**src/sv/ssup_pkg.sv**
```systemverilog
// Shared types, codes and reset values for the safety supervisor.
package ssup_pkg;

    typedef enum logic [1:0] {
        MODE_UPDATE    = 2'd0,
        MODE_SELF_TEST = 2'd1,
        MODE_TRIGGER   = 2'd2,
        MODE_REINIT    = 2'd3
    } t_mode;

    typedef enum logic [2:0] {
        ST_POWER_ON    = 3'd0,
        ST_SELF_TEST   = 3'd1,
        ST_OPERATIONAL = 3'd2,
        ST_WARNING     = 3'd3,
        ST_SAFE_STOP   = 3'd4,
        ST_ESTOP       = 3'd5,
        ST_SAFE_STATE  = 3'd6
    } t_state;

    localparam int CFG_IDX_W  = 3;
    localparam int CFG_DATA_W = 32;

    typedef enum logic [CFG_IDX_W-1:0] {
        CFG_CRITICAL_MASK  = 3'd0,
        CFG_SERIOUS_MASK   = 3'd1,
        CFG_SAFE_STOP_HOLD = 3'd2,
        CFG_ESTOP_BIT      = 3'd3,
        CFG_SELF_TEST_BIT  = 3'd4
    } t_cfg_idx;

    localparam logic [15:0] HOLD_MS_RST       = 16'd1000;
    localparam logic [31:0] ESTOP_BIT_RST     = 32'd1;
    localparam logic [31:0] SELF_TEST_BIT_RST = 32'd2;

    typedef struct packed {
        logic [31:0] critical_mask;
        logic [31:0] serious_mask;
        logic [15:0] hold_ms;
        logic [31:0] estop_bit;
        logic [31:0] self_test_bit;
    } t_cfg;

    typedef struct packed {
        t_mode       mode;
        logic [31:0] now_ms;
        logic        estop;
        logic [31:0] fault_inputs;
        logic [31:0] cause_flags;
        logic        log_intact;
    } t_req;

    typedef struct packed {
        t_state      current_state;
        t_state      previous_state;
        logic [31:0] fault_mask;
        logic        safe_to_operate;
        logic        self_test_passed;
        logic        self_test_complete;
    } t_rsp;

endpackage

```
**src/sv/ssup_cfg.sv**
```systemverilog
// Configuration register file of the safety supervisor.
module ssup_cfg (
    input  logic                            i_clk,
    input  logic                            i_rst_n,
    input  logic                            i_cfg_wr_en,
    input  logic [ssup_pkg::CFG_IDX_W-1:0]  i_cfg_idx,
    input  logic [ssup_pkg::CFG_DATA_W-1:0] i_cfg_wdata,
    output ssup_pkg::t_cfg                  o_cfg
);
    import ssup_pkg::*;

    t_cfg r_cfg;

    always_ff @(posedge i_clk) begin
        if (!i_rst_n) begin
            r_cfg.critical_mask <= '0;
            r_cfg.serious_mask  <= '0;
            r_cfg.hold_ms       <= HOLD_MS_RST;
            r_cfg.estop_bit     <= ESTOP_BIT_RST;
            r_cfg.self_test_bit <= SELF_TEST_BIT_RST;
        end else if (i_cfg_wr_en) begin
            case (t_cfg_idx'(i_cfg_idx))
                CFG_CRITICAL_MASK:  r_cfg.critical_mask <= i_cfg_wdata;
                CFG_SERIOUS_MASK:   r_cfg.serious_mask  <= i_cfg_wdata;
                CFG_SAFE_STOP_HOLD: r_cfg.hold_ms       <= i_cfg_wdata[15:0];
                CFG_ESTOP_BIT:      r_cfg.estop_bit     <= i_cfg_wdata;
                CFG_SELF_TEST_BIT:  r_cfg.self_test_bit <= i_cfg_wdata;
                default: ;  // drop writes beyond the register list
            endcase
        end
    end

    assign o_cfg = r_cfg;

endmodule

```
**src/sv/ssup_core.sv**
```systemverilog
// Supervisor state registers and the single-step next-state logic.
module ssup_core (
    input  logic           i_clk,
    input  logic           i_rst_n,
    input  logic           i_adv,
    input  ssup_pkg::t_req i_req,
    input  ssup_pkg::t_cfg i_cfg,
    output ssup_pkg::t_rsp o_rsp
);
    import ssup_pkg::*;

    t_state      r_state, n_state;
    t_state      r_prev, n_prev;
    logic [31:0] r_fault, n_fault;
    logic [31:0] r_entry, n_entry;
    logic        r_flag, n_flag;
    logic        passed;
    logic [31:0] elapsed;
    logic        hold_done;
    logic        is_critical;
    logic        is_serious;
    logic        any_fault;

    assign elapsed     = i_req.now_ms - r_entry;  // wraps modulo 2^32
    assign hold_done   = elapsed >= {16'd0, i_cfg.hold_ms};
    assign is_critical = (i_req.fault_inputs & i_cfg.critical_mask) != 32'd0;
    assign is_serious  = (i_req.fault_inputs & i_cfg.serious_mask) != 32'd0;
    assign any_fault   = i_req.fault_inputs != 32'd0;

    always_comb begin
        n_state = r_state;
        n_prev  = r_prev;
        n_fault = r_fault;
        n_entry = r_entry;
        n_flag  = r_flag;
        passed  = 1'b0;
        case (i_req.mode)
            MODE_UPDATE: begin
                if (r_state == ST_SAFE_STATE) begin
                    // latched: hold everything
                end else if (i_req.estop) begin
                    if (r_state != ST_ESTOP) begin
                        n_prev  = r_state;
                        n_state = ST_ESTOP;
                        n_entry = i_req.now_ms;
                        n_fault = r_fault | i_cfg.estop_bit;
                    end
                end else if (is_critical) begin
                    n_prev  = r_state;
                    n_state = ST_SAFE_STATE;
                    n_entry = i_req.now_ms;
                    n_fault = r_fault | i_req.fault_inputs;
                end else begin
                    n_fault = i_req.fault_inputs;
                    case (r_state)
                        ST_OPERATIONAL: begin
                            if (is_serious) begin
                                n_prev  = r_state;
                                n_state = ST_SAFE_STOP;
                                n_entry = i_req.now_ms;
                            end else if (any_fault) begin
                                n_prev  = r_state;
                                n_state = ST_WARNING;
                                n_entry = i_req.now_ms;
                            end
                        end
                        ST_WARNING: begin
                            if (!any_fault) begin
                                n_prev  = r_state;
                                n_state = ST_OPERATIONAL;
                                n_entry = i_req.now_ms;
                            end else if (is_serious) begin
                                n_prev  = r_state;
                                n_state = ST_SAFE_STOP;
                                n_entry = i_req.now_ms;
                            end
                        end
                        ST_SAFE_STOP: begin
                            if (hold_done && !any_fault) begin
                                n_prev  = r_state;
                                n_state = ST_OPERATIONAL;
                                n_entry = i_req.now_ms;
                            end
                        end
                        ST_ESTOP: begin
                            n_prev  = r_state;
                            n_state = ST_SAFE_STOP;
                            n_entry = i_req.now_ms;
                        end
                        default: ;
                    endcase
                end
            end
            MODE_SELF_TEST: begin
                // passes through self test, so the previous state is always self test
                passed  = i_req.log_intact && !i_req.estop;
                n_prev  = ST_SELF_TEST;
                n_entry = i_req.now_ms;
                n_fault = r_fault
                        | (i_req.log_intact ? 32'd0 : i_cfg.self_test_bit)
                        | (i_req.estop      ? i_cfg.estop_bit : 32'd0);
                n_state = passed ? ST_OPERATIONAL : ST_SAFE_STATE;
                n_flag  = r_flag | passed;
            end
            MODE_TRIGGER: begin
                if (r_state != ST_SAFE_STATE) begin
                    n_prev  = r_state;
                    n_state = ST_ESTOP;
                    n_entry = i_req.now_ms;
                    n_fault = r_fault | i_req.cause_flags;
                end
            end
            MODE_REINIT: begin
                n_state = ST_POWER_ON;
                n_prev  = ST_POWER_ON;
                n_fault = '0;
                n_entry = i_req.now_ms;
                n_flag  = 1'b0;
            end
            default: ;
        endcase
    end

    always_ff @(posedge i_clk) begin
        if (!i_rst_n) begin
            r_state <= ST_POWER_ON;
            r_prev  <= ST_POWER_ON;
            r_fault <= '0;
            r_entry <= '0;
            r_flag  <= 1'b0;
        end else if (i_adv) begin
            r_state <= n_state;
            r_prev  <= n_prev;
            r_fault <= n_fault;
            r_entry <= n_entry;
            r_flag  <= n_flag;
        end
    end

    always_comb begin
        o_rsp.current_state      = n_state;
        o_rsp.previous_state     = n_prev;
        o_rsp.fault_mask         = n_fault;
        o_rsp.safe_to_operate    = (n_state == ST_OPERATIONAL) || (n_state == ST_WARNING);
        o_rsp.self_test_passed   = passed;
        o_rsp.self_test_complete = n_flag;
    end

endmodule

```
**src/sv/safety_supervisor_fsm.sv**
```systemverilog
// Top level of the safety supervisor: request and result registers around the core.
// Sustains one request per clock while i_stall is low. A request is held until the result
// register can take it, then applied to the supervisor state; its result is shown from
// then on, held while o_valid and i_stall are high. The path from request register to
// result register is a single pass of the next-state logic. Fault masks, the safe-stop
// hold time and the fault bits set on emergency stop and on a failed log check come from
// the write-only register port; write them only while no request is in flight.
module safety_supervisor_fsm (
    input  logic                            i_clk,
    input  logic                            i_rst_n,
    // configuration
    input  logic                            i_cfg_wr_en,
    input  logic [ssup_pkg::CFG_IDX_W-1:0]  i_cfg_idx,
    input  logic [ssup_pkg::CFG_DATA_W-1:0] i_cfg_wdata,
    // request channel
    input  logic                            i_valid,
    output logic                            o_stall,
    input  logic [1:0]                      i_mode,
    input  logic [31:0]                     i_now_ms,
    input  logic                            i_estop,
    input  logic [31:0]                     i_fault_inputs,
    input  logic [31:0]                     i_cause_flags,
    input  logic                            i_log_intact,
    // result channel
    output logic                            o_valid,
    input  logic                            i_stall,
    output logic [2:0]                      o_current_state,
    output logic [2:0]                      o_previous_state,
    output logic [31:0]                     o_fault_mask,
    output logic                            o_safe_to_operate,
    output logic                            o_self_test_passed,
    output logic                            o_self_test_complete
);
    import ssup_pkg::*;

    t_cfg cfg;
    t_rsp rsp;
    t_req r_req;
    t_rsp r_rsp;
    logic r_in_valid;
    logic r_out_valid;
    logic adv;

    ssup_cfg u_cfg (
        .i_clk       (i_clk),
        .i_rst_n     (i_rst_n),
        .i_cfg_wr_en (i_cfg_wr_en),
        .i_cfg_idx   (i_cfg_idx),
        .i_cfg_wdata (i_cfg_wdata),
        .o_cfg       (cfg)
    );

    ssup_core u_core (
        .i_clk   (i_clk),
        .i_rst_n (i_rst_n),
        .i_adv   (adv),
        .i_req   (r_req),
        .i_cfg   (cfg),
        .o_rsp   (rsp)
    );

    // advance the held request unless the result register is full and stalled
    assign adv     = r_in_valid && !(r_out_valid && i_stall);
    assign o_stall = r_in_valid && r_out_valid && i_stall;

    always_ff @(posedge i_clk) begin
        if (!i_rst_n) begin
            r_in_valid <= 1'b0;
        end else if (!o_stall) begin
            r_in_valid <= i_valid;
        end
    end

    always_ff @(posedge i_clk) begin
        if (i_valid && !o_stall) begin
            r_req.mode         <= t_mode'(i_mode);
            r_req.now_ms       <= i_now_ms;
            r_req.estop        <= i_estop;
            r_req.fault_inputs <= i_fault_inputs;
            r_req.cause_flags  <= i_cause_flags;
            r_req.log_intact   <= i_log_intact;
        end
    end

    always_ff @(posedge i_clk) begin
        if (!i_rst_n) begin
            r_out_valid <= 1'b0;
        end else if (adv) begin
            r_out_valid <= 1'b1;
        end else if (!i_stall) begin
            r_out_valid <= 1'b0;
        end
    end

    always_ff @(posedge i_clk) begin
        if (adv) begin
            r_rsp <= rsp;
        end
    end

    assign o_valid              = r_out_valid;
    assign o_current_state      = r_rsp.current_state;
    assign o_previous_state     = r_rsp.previous_state;
    assign o_fault_mask         = r_rsp.fault_mask;
    assign o_safe_to_operate    = r_rsp.safe_to_operate;
    assign o_self_test_passed   = r_rsp.self_test_passed;
    assign o_self_test_complete = r_rsp.self_test_complete;

endmodule

```
**config.mk**
```make
export PLATFORM = sky130hd
export DESIGN_NAME = safety_supervisor_fsm
export DESIGN_NICKNAME = d
export VERILOG_FILES = /design/src/sv/ssup_pkg.sv /design/src/sv/ssup_cfg.sv /design/src/sv/ssup_core.sv /design/src/sv/safety_supervisor_fsm.sv
export SDC_FILE = /design/constraint.sdc
export NUM_CORES = 1
export LEC_CHECK = 0
export BUFFER_PORTS_ARGS = -buffer_cell sky130_fd_sc_hd__buf_4
export CORE_MARGIN = 2
export CORE_UTILIZATION = 55
export CTS_BUF_LIST = sky130_fd_sc_hd__clkbuf_16
export DETAILED_ROUTE_END_ITERATION = 12
export MAX_ROUTING_LAYER = met4
export PLACE_DENSITY = 0.82
export SLEW_MARGIN = 20
export SYNTH_ARGS = -nofsm -noshare
export SYNTH_HDL_FRONTEND = slang
export SYNTH_SLANG_ARGS = --single-unit
```
**constraint.sdc**
```tcl
create_clock -name i_clk -period 10.79 [get_ports i_clk]
set_clock_uncertainty 0.2 [all_clocks]
set_input_delay 0.5395 -clock i_clk [delete_from_list [all_inputs] [get_ports i_clk]]
set_output_delay 0.5395 -clock i_clk [all_outputs]
set_load 0.1 [all_outputs]
```
==> results.cfg, run 1 <==
[status]
status = complete, no violations

[yosys]
synth-edff-count = 141
synth_top_cells_by_area = dfxtp_1, edfxtp_1, nand2_1
synth_nets = 2112
ys_warn_count = 0
syn_inst = 1924
yosysTopAreaCellShare_pct = 24.9
async_flop_share_pct = 0
ys.flop_type = dfxtp_1
synth.avg_cell_area_um2 = 9.07
synth_top_area_cell = dfxtp_1
ys_ff_latch = 358
synth_cell_type_count = 74
ys_seq_area_share_pct = 49.1
synth_area_um2 = 17500

[finish]
fin_util_pct = 67.6
final_common_cell = nand2_1
nFillCells = 2400
drive_gt1_share_pct = 13.0
syn_to_final_growth_pct = 21.5
nets = 2333
final_cell_mix = nand2_1, dfxtp_1, buf_4

[global_routing]
grt_max_degree = 136
grt_pass1_vias = 15000
gr-total-overflow = 0
grt_pass1_wl_um = 81900
grt_antenna_before_repair = 3
grt_usage_pct = 32.2

[clock_tree]
clk_pin_slew_ps = 60
cts-htree-levels = 2
cts_tree = yes
cts.sinks = 358
post_cts_buffers = 0
clock_latency_ps = 540
cts-resized-gates = 0
cts_buffers = 39
clockRootBuffer = clkbuf_16
clockBufferDepth = 3

[sta]
hold_ws_ps = 32.8
rsz0062_at_grt = false
fin_crit_ps = 5110
tns_ps = 0
hold_viol = 0
period_share_pct = 47.4
setup_ws_ps = 5680
slew_headroom_pct = 26.1
max_slew.worst_pin.slew_ps = 1110
setup_violations = 0
drv_slew = 0
timing.fmax_mhz = 196

[critical_path]
worst_ep_required_time_ps = 10970
end_kind = flip-flop
path_class = flip-flop to flip-flop
cp_max_fo = 32
r2r_cells = 20
r2r-start = r_req[66]
crit_start = r_req[66]
worstPathArrival_ps = 5290
crit_path_end = u_core.r_entry[10]
r2r-end = u_core.r_entry[10]
reg2reg_slack_ps = 5680
critical_path.startpoint_type = flip-flop

[hold_path]
hold_path.class = primary input to flip-flop

[pwr]
cellLeakagePower_nw = 7.87
vdd_ir_drop_max_mv = 0.149
p_per_area_nw_per_um2 = 158

[routing]
drc = 0
avgRoutedWirePerCell_um = 20.6
viasPerCell = 6.04
drtIter0Drc = 1639
drt_wl_total_um = 53100
drtPass1Iterations = 5
via_count = 15600
final_antenna_net_count = 0

[die]
initial_core_util_pct = 55.6
die_area_um2 = 33200
die_h_um = 182
rows = 65
die_w_um = 182
io_pins = 183
core_um2 = 31400

[job]
maxCapViolations = 0

[placement]
port_buffers = 182
hpwl_um = 35300
pre_cts_slack_ps = 5670
gp_congestion = 0.925
[layer usage]
metal	vias to the layer above	global-route usage, %	part of all wire, %
li1	7270	-	-
met1	7434	41.0	41
met2	755	51.6	46
met3	130	6.75	10
met4	0	10.5	2.9
met5	-	-	0
[layout make-up]
| type | instances | area [um^2] | area share (%) |
|---|---|---|---|
| Clock buffer | 41 | 1030 | 4.84 |
| Timing Repair Buffer | 296 | 2480 | 11.7 |
| Multi-Input combinational cell | 1388 | 8210 | 38.7 |
| Sequential cell | 358 | 8580 | 40.4 |
| Tap cell | 402 | 503 | 2.37 |
| Clock inverter | 31 | 178 | 0.838 |
| Inverter | 62 | 233 | 1.10 |
| Antenna cell | 3 | 7.51 | 0.0354 |
[cell families (layout without fill, tap and decap cells)]
| kind of cell | after synthesis | after routing | synth area share (%) |
|---|---|---|---|
| multiplexers | 34 | 34 | 1.95 |
| other | 0 | 3 | 0 |
| adder cells (fa/ha/maj) | 48 | 48 | 3.48 |
| AND/OR/NAND/NOR | 752 | 752 | 18.6 |
| AO/OA/AOI/OAI | 535 | 535 | 21.8 |
| buffers and inverters | 178 | 430 | 4.06 |
| flip-flops | 358 | 358 | 49.1 |
| XOR/XNOR | 19 | 19 | 0.953 |
[flip-flops by register name, indices dropped and copies added, names as in the netlist]
signal / cells
o_current_state: 3
o_fault_mask: 32
o_previous_state: 3
o_safe_to_operate: 1
o_self_test_complete: 1
o_self_test_passed: 1
o_valid: 1
r_in_valid: 1
r_req: 100
u_cfg.o_cfg: 144
u_core.r_entry: 32
u_core.r_fault: 32
u_core.r_flag: 1
u_core.r_prev: 3
u_core.r_state: 3
[critical path, stage by stage, from the launching register on]
cell       delay [ps]
edfxtp_1          350
inv_1              50
ha_1              210
fa_1              400
nor2b_1           170
o2111ai_1         180
a21oi_1           410
o21ai_0           180
nor2b_1           180
xnor2_1           210
ha_1              280
nand2_1            60
o21ai_0            90
a211oi_1          210
o221ai_1          190
a2111oi_4         320
nand4b_1          160
nor4_2            460
o21ai_4            90
buf_4             300
mux2i_1           200
[metrics by stage]
step           instances  total power [mW]  area, um^2
6_report            2581              3.36       21200
5_1_grt             2581              3.47       21200
4_1_cts             2578              3.35       21200
3_5_place_dp        2407              2.08       19000
3_3_place_gp        2407              2.07       19000
2_1_floorplan       1924              1.90       17500
[what timing repair did]
action / in CTS / in global routing
hold buffers: 99 / 0
endpoints found under the hold margin: 99 / 0
setup endpoints to repair: 0 / 0
[power by group]
group | switching, mW | internal [mW] | total (mW) | leakage, nW
Sequential | 0.0485 | 1.47 | 1.52 | 3.13
Clock | 0.547 | 0.714 | 1.26 | 0.647
Combinational | 0.362 | 0.217 | 0.579 | 4.09
[cells in the mapped netlist, drive strengths merged (12+ instances only)]
cell    number
nor3        14
mux2i       34
ha          47
o211ai      14
xnor2       13
a21oi       96
nand2b      15
buf         18
a22oi       36
nand3       22
clkbuf      98
inv         61
o21a        12
nor2        76
a21boi     172
nand2      511
a221o       33
a221oi      29
edfxtp     141
nand4       18
dfxtp      217
o21ai       70
nor2b       41
and3        13
[worst min-delay path by stage]
stage	cells past startpoint	from	endpoint	slack [ps]
3_3_place_gp	2	u_core.r_entry[13]	u_core.r_entry[13]	240
3_5_place_dp	2	u_core.r_entry[5]	u_core.r_entry[5]	250
5_1_grt	1	i_fault_inputs[0]	r_req[33]	10
6_report	1	i_fault_inputs[0]	r_req[33]	30
2_1_floorplan	2	u_core.r_entry[10]	u_core.r_entry[10]	230
4_1_cts	1	i_fault_inputs[0]	r_req[33]	10
Power figures use the tool's default switching activity.
==> run 2: changes to the inputs <==
CORE_UTILIZATION = 54   (was 55)
PLACE_DENSITY = 0.84   (was 0.82)
clock period = 4.1 ns   (was 10.79 ns; I/O delays follow)
==> results.cfg, run 2 (same netlist as run 1, synthesis figures left out) <==
[global_routing]
grt_antenna_before_repair = 6
grt_pass1_wl_um = 87500
gr-total-overflow = 0
grt_usage_pct = 34.2
grt_pass1_vias = 16000
grt_max_degree = 146

[placement]
hpwl_um = 36100
gp_congestion = 0.959
port_buffers = 182

[critical_path]
reg2reg_slack_ps = -410
critPathMaxStageDelay_ps = 370
r2r-start = r_req[66]
r2r_cells = 19
critical_path.startpoint_type = flip-flop
crit_path_end = o_previous_state[2]
cp_max_fo = 3
path_class = flip-flop to flip-flop
path_common_cell = buf_4
worst_ep_required_time_ps = 4200
end_kind = flip-flop
worst_path_max_delay_cell = edfxtp_1
worstPathArrival_ps = 4600
cp_cell_sequence = inv_2, ha_4, fa_2, nor2b_4, o2111ai_4, a21oi_2, buf_4, nor2_4, xnor2_2, ha_1, a21o_1, a211oi_2, o221ai_2, a2111oi_4, buf_4, nand4_1, o31ai_4, nand2_1, o221a_2
r2r-end = o_previous_state[2]
crit_start = r_req[66]

[sta]
period_share_pct = 110
slew_headroom_pct = 25.1
rsz0062_at_grt = true
max_slew.worst_pin.slew_ps = 1120
hold_ws_ps = 17.3
drv_slew = 0
timing.fmax_mhz = 222
setup_violations = 43
hold_viol = 0
setup_ws_ps = -406
fin_crit_ps = 4510

[pwr]
netSwitchingFraction_pct = 28.6
p_total_mw = 9.15
switchingPower_mw = 2.62
vdd_ir_drop_max_mv = 0.380
seqPwrFrac_pct = 43.7
cellLeakagePower_nw = 8.41
internal_power_mw = 6.53
combinationalPowerShare_pct = 18.7
p_per_area_nw_per_um2 = 409
p_clk_share_pct = 37.5

[status]
status = finished with violations
violations = negative setup slack

[clock_tree]
cts.sinks = 358
clk_pin_slew_ps = 70
cts_tree = yes
cts_buffers = 38
clockRootBuffer = clkbuf_16
clock_latency_ps = 550
cts-htree-levels = 2
clockBufferDepth = 3

[die]
rows = 65
initial_core_util_pct = 55.0
die_area_um2 = 33800
core_um2 = 31700
io_pins = 183
die_h_um = 184
die_w_um = 184

[routing]
drt_wl_total_um = 56500
drtIter0Drc = 1780
top_layer = met4
via_count = 16300
wl_met1_um = 22200
avgRoutedWirePerCell_um = 21.0
final_antenna_net_count = 0
wl_met2_um = 26500
drc = 0
drtPass1Iterations = 8
routed-wl-met3_um = 5490
viasPerCell = 6.06

[finish]
fin_util_pct = 70.5
final_common_cell = nand2_1
multiInputGateArea_um2 = 8360
nFillCells = 2270
final_cell_mix = nand2_1, buf_4, dfxtp_1
drive_gt1_share_pct = 16.6
nets = 2440
syn_to_final_growth_pct = 28.1
ff_latch_area_um2 = 8580
largest_reg_flops = 144

[job]
maxCapViolations = 0

[hold_path]
hold_path.class = primary input to flip-flop
## run 2: cell type report
cell class	count	share of cell area [%]
flip-flops and latches	358	38.4
clock inverters	29	1.03
multi-input cells	1388	37.4
inverters	62	1.04
diodes	6	0.0671
repair buffers	404	15.4
well taps	402	2.25
clock buffers	40	4.48
## run 2: critical path: cells and delay by family (launching register included)
family                     cells  cell delay (ps)
AOI/OAI and AO/OA              8             1840
adders and majority gates      3              840
buffers and inverters          3              380
DFF                            1              370
xor gates and xnor gates       1              150
and+or+nand+nor                4              470
## run 2: timing repair
action / 4_1_cts / 5_1_grt
resized for setup: 15 / 25
cloned: 2 / 1
setup endpoints to repair: 43 / 43
buffers inserted: 12 / 6
pin swaps: 21 / 21
hold buffers: 135 / 0
hold endpoints to repair: 246 / 0
## run 2: worst min path at each step
stage	cells after the start	end	startpoint	slack, ps
after detailed placement	1	r_req[38]	i_fault_inputs[5]	180
after global placement	1	r_req[23]	i_cause_flags[22]	180
after floorplan	0	r_req[0]	i_log_intact	100
after global routing	2	u_cfg.o_cfg[32]	i_rst_n	60
final	2	u_cfg.o_cfg[32]	i_rst_n	20
after CTS	2	u_cfg.o_cfg[32]	i_rst_n	1
## run 2: through the flow
| stage | setup slack [ps] | cells | TNS (ps) | instance area (um^2) |
|---|---|---|---|---|
| global placement | -341 | 2458 | -11500 | 19400 |
| finish | -406 | 2689 | -10810 | 22400 |
| global route | -650 | 2689 | -21340 | 22400 |
| floorplan | 0.508 | 1924 | 0 | 17500 |
| detailed placement | -470 | 2458 | -17890 | 19400 |
| CTS | -511 | 2676 | -18980 | 22200 |
## run 2: layer usage
metal  vias up  GRT usage [%]
li1       7481              -
met1      7714           42.3
met2       906           55.2
met3       188           6.28
met4         0           14.4
met5         -              -
## run 2: power groups by stage
stage               logic [mW]  clock network (mW)  registers (mW)
global route              1.84                3.61            4.01
detailed placement        1.48                   0            4.06
global placement          1.46                   0            4.06
CTS                       1.63                3.45            3.99
finish                    1.71                3.44            4.00
floorplan                0.835                   0            4.17
